<file path="config.mk">
export PLATFORM = sky130hd
export DESIGN_NAME = jls_ctrl
export DESIGN_NICKNAME = d
export VERILOG_FILES = /design/src/rtl/jls_pkg.sv /design/src/rtl/jls_ctrl.sv
export SDC_FILE = /design/constraint.sdc
export NUM_CORES = 1
export LEC_CHECK = 0
export BUFFER_PORTS_ARGS = -buffer_cell sky130_fd_sc_hd__clkbuf_2
export CAP_MARGIN = 20
export CORE_MARGIN = 2
export CORE_UTILIZATION = 57
export CTS_CLUSTER_SIZE = 20
export DETAILED_ROUTE_END_ITERATION = 6
export PLACE_DENSITY = 0.82
export SLEW_MARGIN = 40
export SYNTH_ARGS = -nofsm -noshare
export SYNTH_HDL_FRONTEND = slang
export SYNTH_SLANG_ARGS = --single-unit
</file>
<file path="constraint.sdc">
create_clock -name clk -period 4.5 [get_ports clk]
set_clock_uncertainty 0.15 [all_clocks]
set_input_delay 0.9 -clock clk [delete_from_list [all_inputs] [get_ports clk]]
set_output_delay 0.9 -clock clk [all_outputs]
set_load 0.02 [all_outputs]
</file>
<file path="src/rtl/jls_pkg.sv">
// Shared types and constants for the Jacobi linear solver.
// Used by the controller, the datapath and the top level; no dependencies.
package jls_pkg;

    // Request codes.
    localparam logic [1:0] REQ_COEF  = 2'd0;
    localparam logic [1:0] REQ_RHS   = 2'd1;
    localparam logic [1:0] REQ_GUESS = 2'd2;
    localparam logic [1:0] REQ_START = 2'd3;

    // Status codes.
    localparam logic [1:0] ST_CONVERGED = 2'd0;
    localparam logic [1:0] ST_LIMIT     = 2'd1;
    localparam logic [1:0] ST_ZERO_DIAG = 2'd2;

    // Configuration register indexes.
    localparam logic [1:0] CFG_ORDER = 2'd0;
    localparam logic [1:0] CFG_TOL   = 2'd1;
    localparam logic [1:0] CFG_LIMIT = 2'd2;

    localparam int CFG_W = 31;

    typedef struct packed {
        logic [1:0]         req_type;
        logic [5:0]         row_index;
        logic [5:0]         col_index;
        logic signed [31:0] value;
    } in_item_t;

    typedef struct packed {
        logic [5:0]         elem_index;
        logic signed [31:0] solution;
        logic [15:0]        sweeps_done;
        logic [1:0]         status;
        logic               last_item;
    } out_item_t;

    // Commands from the controller to the datapath.
    typedef struct packed {
        logic       diag_rd;    // read diagonal entry at row i
        logic       diag_chk;   // registered diagonal is valid, check for zero
        logic       row_init;   // load accumulator from rhs[i]
        logic       mac_rd;     // read A[i][j] and x_prev[j]
        logic       mac_acc;    // accumulate the registered product term
        logic       div_start;  // start the divider for row i
        logic       copy_rd;    // read x_cur[i] for copy into x_prev
        logic       copy_wr;    // write registered x_cur into x_prev
        logic       sweep_clr;  // clear max change at sweep start
        logic       out_rd;     // read x_cur[i] for output
        logic [5:0] i;
        logic [5:0] j;
    } dp_cmd_t;

    // Status from the datapath to the controller.
    typedef struct packed {
        logic zero_diag;
        logic div_done;
        logic converged;
    } dp_stat_t;

endpackage

</file>
<file path="src/rtl/jls_ctrl.sv">
// Controller state machine for the Jacobi solver: sequences checks, sweeps and output.
// Depends on jls_pkg.
module jls_ctrl (
    input  logic                clk,
    input  logic                rst_n,
    input  logic                go,
    input  logic [6:0]          order,
    input  logic [15:0]         limit,
    input  jls_pkg::dp_stat_t   stat,
    output jls_pkg::dp_cmd_t    cmd,
    output logic                busy,
    output logic                out_valid,
    output logic [5:0]          out_index,
    output logic [15:0]         sweeps,
    output logic [1:0]          out_status,
    output logic                out_last
);
    import jls_pkg::*;

    localparam logic [3:0] S_IDLE   = 4'd0;
    localparam logic [3:0] S_CLRZ   = 4'd1;
    localparam logic [3:0] S_DIAG   = 4'd2;
    localparam logic [3:0] S_DWAIT  = 4'd3;
    localparam logic [3:0] S_COPY   = 4'd4;
    localparam logic [3:0] S_CWAIT  = 4'd5;
    localparam logic [3:0] S_RINIT  = 4'd6;
    localparam logic [3:0] S_MAC    = 4'd7;
    localparam logic [3:0] S_DRAIN  = 4'd8;
    localparam logic [3:0] S_DIVGO  = 4'd9;
    localparam logic [3:0] S_DIVW   = 4'd10;
    localparam logic [3:0] S_DECIDE = 4'd11;
    localparam logic [3:0] S_ORD    = 4'd12;
    localparam logic [3:0] S_OUT    = 4'd13;

    logic [3:0]  state_reg, state_next;
    logic [5:0]  i_reg, i_next;
    logic [5:0]  j_reg, j_next;
    logic [1:0]  w_reg, w_next;
    logic [15:0] sweeps_reg, sweeps_next;
    logic [1:0]  status_reg, status_next;
    logic        ov_reg, ov_next;
    logic [5:0]  oi_reg, oi_next;
    logic        ol_reg, ol_next;
    logic [5:0]  last_idx;

    // Order in use, clamped to 1..64, as a last index.
    assign last_idx = (order == 7'd0) ? 6'd0 : (order > 7'd64) ? 6'd63 : 6'(order - 7'd1);

    always_comb
    begin
        state_next  = state_reg;
        i_next      = i_reg;
        j_next      = j_reg;
        w_next      = w_reg;
        sweeps_next = sweeps_reg;
        status_next = status_reg;
        ov_next     = 1'b0;
        oi_next     = oi_reg;
        ol_next     = 1'b0;
        cmd         = '0;
        cmd.i       = i_reg;
        cmd.j       = j_reg;
        unique case (state_reg)
            S_IDLE:
            begin
                if (go)
                begin
                    state_next = S_CLRZ;
                    i_next     = '0;
                end
            end
            S_CLRZ:
            begin
                // Clears the zero flag (row_init at i=0, j=63 marker).
                cmd.j      = 6'd63;
                cmd.row_init = 1'b1;
                state_next = S_DIAG;
            end
            S_DIAG:
            begin
                cmd.diag_rd = 1'b1;
                w_next      = 2'd0;
                state_next  = S_DWAIT;
            end
            S_DWAIT:
            begin
                cmd.diag_chk = 1'b1;
                if (i_reg == last_idx)
                begin
                    state_next  = S_ORD;
                    sweeps_next = '0;
                end
                else
                begin
                    i_next     = i_reg + 6'd1;
                    state_next = S_DIAG;
                end
            end
            S_ORD:
            begin
                i_next = '0;
                if (stat.zero_diag)
                begin
                    status_next = ST_ZERO_DIAG;
                    state_next  = S_OUT;
                end
                else
                    state_next = S_COPY;
            end
            S_COPY:
            begin
                cmd.copy_rd = 1'b1;
                state_next  = S_CWAIT;
            end
            S_CWAIT:
            begin
                cmd.copy_wr = 1'b1;
                if (i_reg == last_idx)
                begin
                    i_next        = '0;
                    cmd.sweep_clr = 1'b1;
                    state_next    = S_RINIT;
                end
                else
                begin
                    i_next     = i_reg + 6'd1;
                    state_next = S_COPY;
                end
            end
            S_RINIT:
            begin
                // The rhs of row i is read now; the accumulator takes it next cycle.
                j_next       = '0;
                state_next   = S_MAC;
            end
            S_MAC:
            begin
                cmd.row_init = (j_reg == 6'd0);
                cmd.mac_rd = (j_reg != i_reg);
                if (j_reg == last_idx)
                begin
                    w_next     = 2'd0;
                    state_next = S_DRAIN;
                end
                else
                    j_next = j_reg + 6'd1;
            end
            S_DRAIN:
            begin
                // Let the multiply pipeline empty; read the diagonal meanwhile.
                cmd.diag_rd = 1'b1;
                w_next      = w_reg + 2'd1;
                if (w_reg == 2'd3)
                    state_next = S_DIVGO;
            end
            S_DIVGO:
            begin
                cmd.div_start = 1'b1;
                state_next    = S_DIVW;
            end
            S_DIVW:
            begin
                if (stat.div_done)
                begin
                    if (i_reg == last_idx)
                    begin
                        sweeps_next = sweeps_reg + 16'd1;
                        state_next  = S_DECIDE;
                    end
                    else
                    begin
                        i_next     = i_reg + 6'd1;
                        state_next = S_RINIT;
                    end
                end
            end
            S_DECIDE:
            begin
                i_next = '0;
                if (stat.converged)
                begin
                    status_next = ST_CONVERGED;
                    state_next  = S_OUT;
                end
                else if (sweeps_reg >= limit)
                begin
                    status_next = ST_LIMIT;
                    state_next  = S_OUT;
                end
                else
                    state_next = S_COPY;
            end
            S_OUT:
            begin
                // x_cur[i] is read now and shown next cycle.
                cmd.out_rd = 1'b1;
                ov_next    = 1'b1;
                oi_next    = i_reg;
                ol_next    = (i_reg == last_idx);
                if (i_reg == last_idx)
                    state_next = S_IDLE;
                else
                    i_next = i_reg + 6'd1;
            end
            default:
                state_next = S_IDLE;
        endcase
    end

    always_ff @(posedge clk or negedge rst_n)
    begin
        if (!rst_n)
        begin
            state_reg  <= S_IDLE;
            i_reg      <= '0;
            j_reg      <= '0;
            w_reg      <= '0;
            sweeps_reg <= '0;
            status_reg <= '0;
            ov_reg     <= 1'b0;
            oi_reg     <= '0;
            ol_reg     <= 1'b0;
        end
        else
        begin
            state_reg  <= state_next;
            i_reg      <= i_next;
            j_reg      <= j_next;
            w_reg      <= w_next;
            sweeps_reg <= sweeps_next;
            status_reg <= status_next;
            ov_reg     <= ov_next;
            oi_reg     <= oi_next;
            ol_reg     <= ol_next;
        end
    end

    assign busy       = (state_reg != S_IDLE) || ov_reg;
    assign out_valid  = ov_reg;
    assign out_index  = oi_reg;
    assign sweeps     = sweeps_reg;
    assign out_status = status_reg;
    assign out_last   = ol_reg;
endmodule

</file>
==> results of run 1 <==
area by class of cell:
type | count | area [um^2]
flip-flops and latches | 44 | 1100
inverters | 39 | 146
fillers | 606 | 2390
repair buffers | 86 | 453
multi-input cells | 375 | 2570
clock inverters | 1 | 7.51
clock buffers | 7 | 86.3
well taps | 96 | 120
kinds of logic (layout without fill, tap and decap cells):
family / Yosys count / count (layout) / share of synthesized area
XOR/XNOR: 12 / 12 / 0.0257
flip-flops: 44 / 44 / 0.270
other: 1 / 1 / 0.000918
multiplexers: 11 / 11 / 0.0276
AO/OA/AOI/OAI: 149 / 149 / 0.257
AND/OR/NAND/NOR: 179 / 179 / 0.247
buffers and inverters: 81 / 133 / 0.102
adder cells (fa/ha/maj): 23 / 23 / 0.0704
synth_stat cells (3+ instances only):
library cell | number | area share
xnor2_1 | 8 | 0.017
or4_1 | 13 | 0.024
o31ai_1 | 14 | 0.026
nand3b_1 | 3 | 0.0055
buf_6 | 6 | 0.017
a31oi_1 | 8 | 0.012
inv_1 | 38 | 0.035
dfrtp_1 | 44 | 0.27
o21a_1 | 3 | 0.0055
nor4_1 | 10 | 0.015
and2_1 | 4 | 0.0061
buf_4 | 6 | 0.011
and4_1 | 5 | 0.011
clkbuf_1 | 20 | 0.018
mux2i_1 | 9 | 0.022
or2_2 | 7 | 0.011
nand3_1 | 15 | 0.018
o31a_1 | 4 | 0.0086
o211ai_1 | 3 | 0.0055
buf_2 | 3 | 0.0037
o21ai_1 | 3 | 0.0037
nor3_1 | 11 | 0.013
a211oi_1 | 10 | 0.018
nor2_1 | 32 | 0.029
buf_1 | 3 | 0.0028
nand4_1 | 6 | 0.0092
or3_1 | 6 | 0.0092
xor2_1 | 4 | 0.0086
a221oi_1 | 3 | 0.0064
ha_1 | 23 | 0.070
a21oi_1 | 24 | 0.029
o41ai_1 | 4 | 0.0086
nand2_1 | 37 | 0.034
a211o_1 | 4 | 0.0086
a21o_1 | 11 | 0.020
nand2b_1 | 8 | 0.012
o21ai_0 | 23 | 0.028
layer usage:
layer | track usage | wire (um) | vias to the layer above
met4 | 0.120 | 384 | 0
met5 | 0 | 0 | -
met3 | 0.0438 | 631 | 34
met1 | 0.364 | 4500 | 1961
li1 | - | - | 1964
met2 | 0.467 | 5500 | 158
worst paths after layout:
check,endpoint,cells past startpoint,start
max,cmd[13],10,order[1]
min,out_index[2],2,out_index[2]
max reg2reg,sweeps[14],7,state_reg[2]
min reg2reg,out_index[2],2,out_index[2]
max in group asynchronous,w_reg[1],2,rst_n
min in group asynchronous,sweeps[8],2,rst_n
worst register-to-register path: stages, from the launching register on:
cell	delay [ns]
dfrtp_1	0.63
nand2b_1	0.40
nor2_1	0.47
a21oi_1	0.13
or4_1	0.41
buf_4	0.21
or4_1	0.48
a21oi_1	0.16
power by group through the flow:
stage                     Combinational [uW]  Sequential [uW]  Clock [uW]
after floorplan                          737              561           0
after CTS                                892              648         274
after detailed placement                 888              656           0
after global routing                     988              672         293
final                                    906              656         270
after global placement                   867              656           0
stage by stage:
stage,cells,instance area [um^2],hold slack (ns),power (uW)
final,648,4480,0.339,1830
after global routing,648,4480,0.366,1950
after CTS,647,4480,0.341,1810
after detailed placement,639,4380,0.321,1540
after global placement,639,4380,0.317,1520
after floorplan,500,4090,0.320,1300
==> results.yml, run 1 <==
clock_tree:
  cts.sinks: 44
  h-tree-depth: 2
  clk_pin_slew_ns: 0.08
  cts_resized: 0
  cts_setup_buffers: 0
  ctsLongestPathBuffers: 2
  tritoncts: "built"
  clk_latency_ns: 0.31
  ctsHoldBuffers: 0
  cts_made_buffers: 5
  cts_root_buffer: "clkbuf_8"
synthesis:
  synth_edf_count: 0
  yosysSeqAreaShare: 0.270
  synthArstFlopShare: 1.00
  ys.flop_type: "dfrtp_1"
  yosysWarningCount: 0
  synth.distinct_cells: 86
  synth_area_um2: 4090
  synthCells: 500
  ys_ff_latch: 44
  synth_fp_nets: 552
  synth_area_per_cell_um2: 8.17
timing:
  fin_ws_ns: 0.288
  setup_viol: 0
  finalCritPeriodShare: 0.936
  relSlewSlack: 0.556
  rsz0062_at_grt: "no"
  hold_viol: 0
  period_needed_ns: 4.21
  fin_setup_tns_ns: 0
  tightest_slew_ns: 0.666
  slew_violations: 0
  fmax_mhz: 237
placed_design:
  dp_hpwl_mm: 8.20
  io_buffer_count: 76
  gp_congestion: 0.962
  dp_worst_setup_slack_ns: 0.321
pwr:
  p_per_area_nw_per_um2: 409
  power_leakage_uw: 0.00211
  ir_drop_mv: 0.212
  pwr-share-comb: 0.494
  clkPwrFrac: 0.147
  netSwitchingPower_uw: 876
  internal_power_uw: 956
  p_seq_frac: 0.358
  sw_frac_of_total: 0.478
worst_setup_path:
  cpMaxStageDelayCell: "a2111oi_1"
  endpoint_kind: "output port"
  cp-start-kind: "input pin"
  slowest_delay_ns: 0.50
  crit_fanout: 10
  r2r_slack_ns: 1.38
  path_common_cell: "clkbuf_2"
  cp_cell_sequence: "clkbuf_2, inv_1, ha_1, nor4bb_1, a32oi_1, a2111oi_1, or4_1, nand3_1, nor3_1, clkbuf_2"
  path_delay_family: "simple AND/OR/NAND/NOR gates"
  arrival_ns: 3.16
  crit_buf_inv: 3
  criticalPathCategory: "in2out"
  crit_required_ns: 3.45
global_route:
  grt_max_degree: 45
  gr-total-overflow: 0
  grt_pass1_wl_mm: 17.6
  grt_pass1_vias: 3655
  grtUsageTotal: 0.282
  antenna_found_initial: 0
detailed_routing:
  drtPass1Iterations: 5
  drt_wl_total_mm: 11.0
  drc: 0
  num_vias: 4117
  drt_iter0_markers: 267
  ant_nets: 0
  wire_per_inst_um: 17.0
  routed_via_density: 6.35
layout:
  postLayoutCoreUtil: 0.653
  fin_nets: 603
  diodes: 0
  final_common_cell: "clkbuf_2"
  drive_gt1_frac: 0.216
  largest_register_ffs: 16
  syn2layout_area_growth_pct: 9.74
  final_cell_mix: "clkbuf_2 (77), dfrtp_1 (44), inv_1 (38), nand2_1 (37), nor2_1 (32)"
floorplanning:
  row_count: 30
  die_y_um: 88.7
  die_area_um2: 7860
  core_area_um2: 6870
  io_pins: 78
  die_x_um: 88.7
  initial_utilization: 0.595
run_status:
  status: "finished, final reports clean"
min_path:
  hold_path_class: "reg2reg"
job:
  cap_violations: 0
(Power assumes the default switching activity.)
==> run 2: changes to the inputs <==
CORE_ASPECT_RATIO = 1.2   (was unset)
==> run 2 against run 1 <==
Net effect: count of clock-buffer cells in the layout is the same; non-clock buffer count shrank 4; sequential share of layout area is essentially flat; worst setup slack lost 0.00073 ns; hold slack gained 0.0075 ns; largest power group unchanged; combinational power shrank 2%; die area is essentially flat; fmax is essentially flat; highest routed layer unchanged; sequential power grew 1%; critical path type unchanged; via count is essentially flat; register-to-register slack lost 0.19 ns; largest cell class unchanged; critical endpoint unchanged; clock power grew 27%.
==> results.yml, run 2 (synthesis gave the netlist of run 1 again) <==
run_status:
  status: "finished, final reports clean"
detailed_routing:
  drt_wl_total_mm: 11.3
  num_vias: 4121
  drtPass1Iterations: 5
  drc: 0
  ant_nets: 0
  wire_per_inst_um: 17.7
  routed_via_density: 6.49
  drt_iter0_markers: 410
clock_tree:
  clk_pin_slew_ns: 0.08
  tritoncts: "built"
  cts_made_buffers: 5
  clk_latency_ns: 0.31
  cts_root_buffer: "clkbuf_8"
  h-tree-depth: 2
  ctsHoldBuffers: 0
  ctsLongestPathBuffers: 2
  cts_setup_buffers: 0
  cts_resized: 0
  cts.sinks: 44
timing:
  rsz0062_at_grt: "no"
  fmax_mhz: 237
  fin_setup_tns_ns: 0
  period_needed_ns: 4.21
  relSlewSlack: 0.507
  tightest_slew_ns: 0.739
  hold_viol: 0
  slew_violations: 0
  finalCritPeriodShare: 0.936
  setup_viol: 0
layout:
  largest_register_ffs: 16
  syn2layout_area_growth_pct: 9.59
  final_common_cell: "clkbuf_2"
  stdcell_count: 635
  fin_nets: 599
  diodes: 0
  drive_gt1_frac: 0.212
  final_cell_mix: "clkbuf_2 (76), dfrtp_1 (44), inv_1 (38), nand2_1 (37), nor2_1 (32)"
floorplanning:
  core_area_um2: 6900
  initial_utilization: 0.592
  io_pins: 78
  die_x_um: 81.3
  row_count: 33
  die_y_um: 96.7
  die_area_um2: 7860
worst_setup_path:
  crit_required_ns: 3.45
  crit_buf_inv: 3
  reg2reg_depth: 6
  cp-start-kind: "input pin"
  path_delay_family: "simple AND/OR/NAND/NOR gates"
  rr_endpoint: "sweeps[10]"
  arrival_ns: 3.16
  crit_fanout: 10
  r2r-start: "state_reg[2]"
  cp_cell_sequence: "clkbuf_2, inv_1, ha_1, nand2b_1, o311ai_1, a2111oi_1, or4_1, nand3_1, nor3_1, clkbuf_2"
  r2r_slack_ns: 1.19
  cpMaxStageDelayCell: "or4_1"
  path_common_cell: "clkbuf_2"
  slowest_delay_ns: 0.60
  endpoint_kind: "output port"
  criticalPathCategory: "in2out"
global_route:
  antenna_found_initial: 0
  gr-total-overflow: 0
  grt_pass1_vias: 3770
  grtUsageTotal: 0.288
  grt_pass1_wl_mm: 18.2
  grt_max_degree: 45
min_path:
  hold_end: "out_index[2]"
  hold_path_class: "reg2reg"
  hold_path_depth: 2
  holdCritStartpoint: "out_index[2]"
pwr:
  p_per_area_nw_per_um2: 424
  ir_drop_mv: 0.389
  power_leakage_uw: 0.00211
placed_design:
  place_inst: 627
  gp_congestion: 0.961
  io_buffer_count: 76
  dp_hpwl_mm: 8.29
job:
  cap_violations: 0
[run 2: where the power goes]
part	internal (uW)	total (uW)	leakage (uW)	switching, uW
combinational	351	890	0.00145	539
clock	196	343	0.0000645	147
sequential	466	663	0.000594	198
[run 2: tightest hold or removal path: cells and delay by family, from the launching register on]
| kind | cells | cell delay [ns] |
|---|---|---|
| AOI/OAI and AO/OA | 1 | 0.06 |
| and+or+nand+nor | 1 | 0.05 |
| DFF | 1 | 0.35 |
[run 2: how the worst max path moves through the flow]
| stage | endpoint | startpoint | slack (ns) | depth (start not counted) |
|---|---|---|---|---|
| 2_1_floorplan | cmd[13] | order[0] | 0.34 | 10 |
| 3_3_place_gp | cmd[13] | order[1] | 0.34 | 10 |
| 3_5_place_dp | sweeps[14] | order[1] | 0.20 | 10 |
| 4_1_cts | cmd[13] | order[1] | 0.32 | 10 |
| 5_1_grt | cmd[13] | order[1] | 0.06 | 10 |
| 6_report | cmd[13] | order[1] | 0.29 | 10 |
[run 2: layout make-up]
| class | count | area [um^2] |
|---|---|---|
| multi-input cells | 375 | 2570 |
| fillers | 622 | 2420 |
| well taps | 87 | 109 |
| inverters | 39 | 146 |
| clock inverters | 1 | 30.0 |
| clock buffers | 7 | 96.3 |
| flip-flops and latches | 44 | 1100 |
| repair buffers | 82 | 425 |
[run 2: per-layer routing]
metal | global-route usage | up-vias | part of all wire
li1 | - | 1954 | -
met1 | 0.374 | 1949 | 0.41
met2 | 0.479 | 189 | 0.50
met3 | 0.0392 | 29 | 0.061
met4 | 0.103 | 0 | 0.026
met5 | 0 | - | 0
[run 2: per-stage QoR]
| step | utilization | total power (uW) | setup WS (ns) | cell area [um^2] | hold slack [ns] |
|---|---|---|---|---|---|
| floorplan | - | 1300 | 0.336 | 4090 | 0.320 |
| global placement | 0.631 | 1510 | 0.344 | 4350 | 0.313 |
| detailed placement | 0.631 | 1540 | 0.204 | 4350 | 0.324 |
| CTS | 0.649 | 1880 | 0.319 | 4480 | 0.347 |
| global route | 0.649 | 2020 | 0.0635 | 4480 | 0.381 |
| finish | 0.649 | 1900 | 0.287 | 4480 | 0.347 |
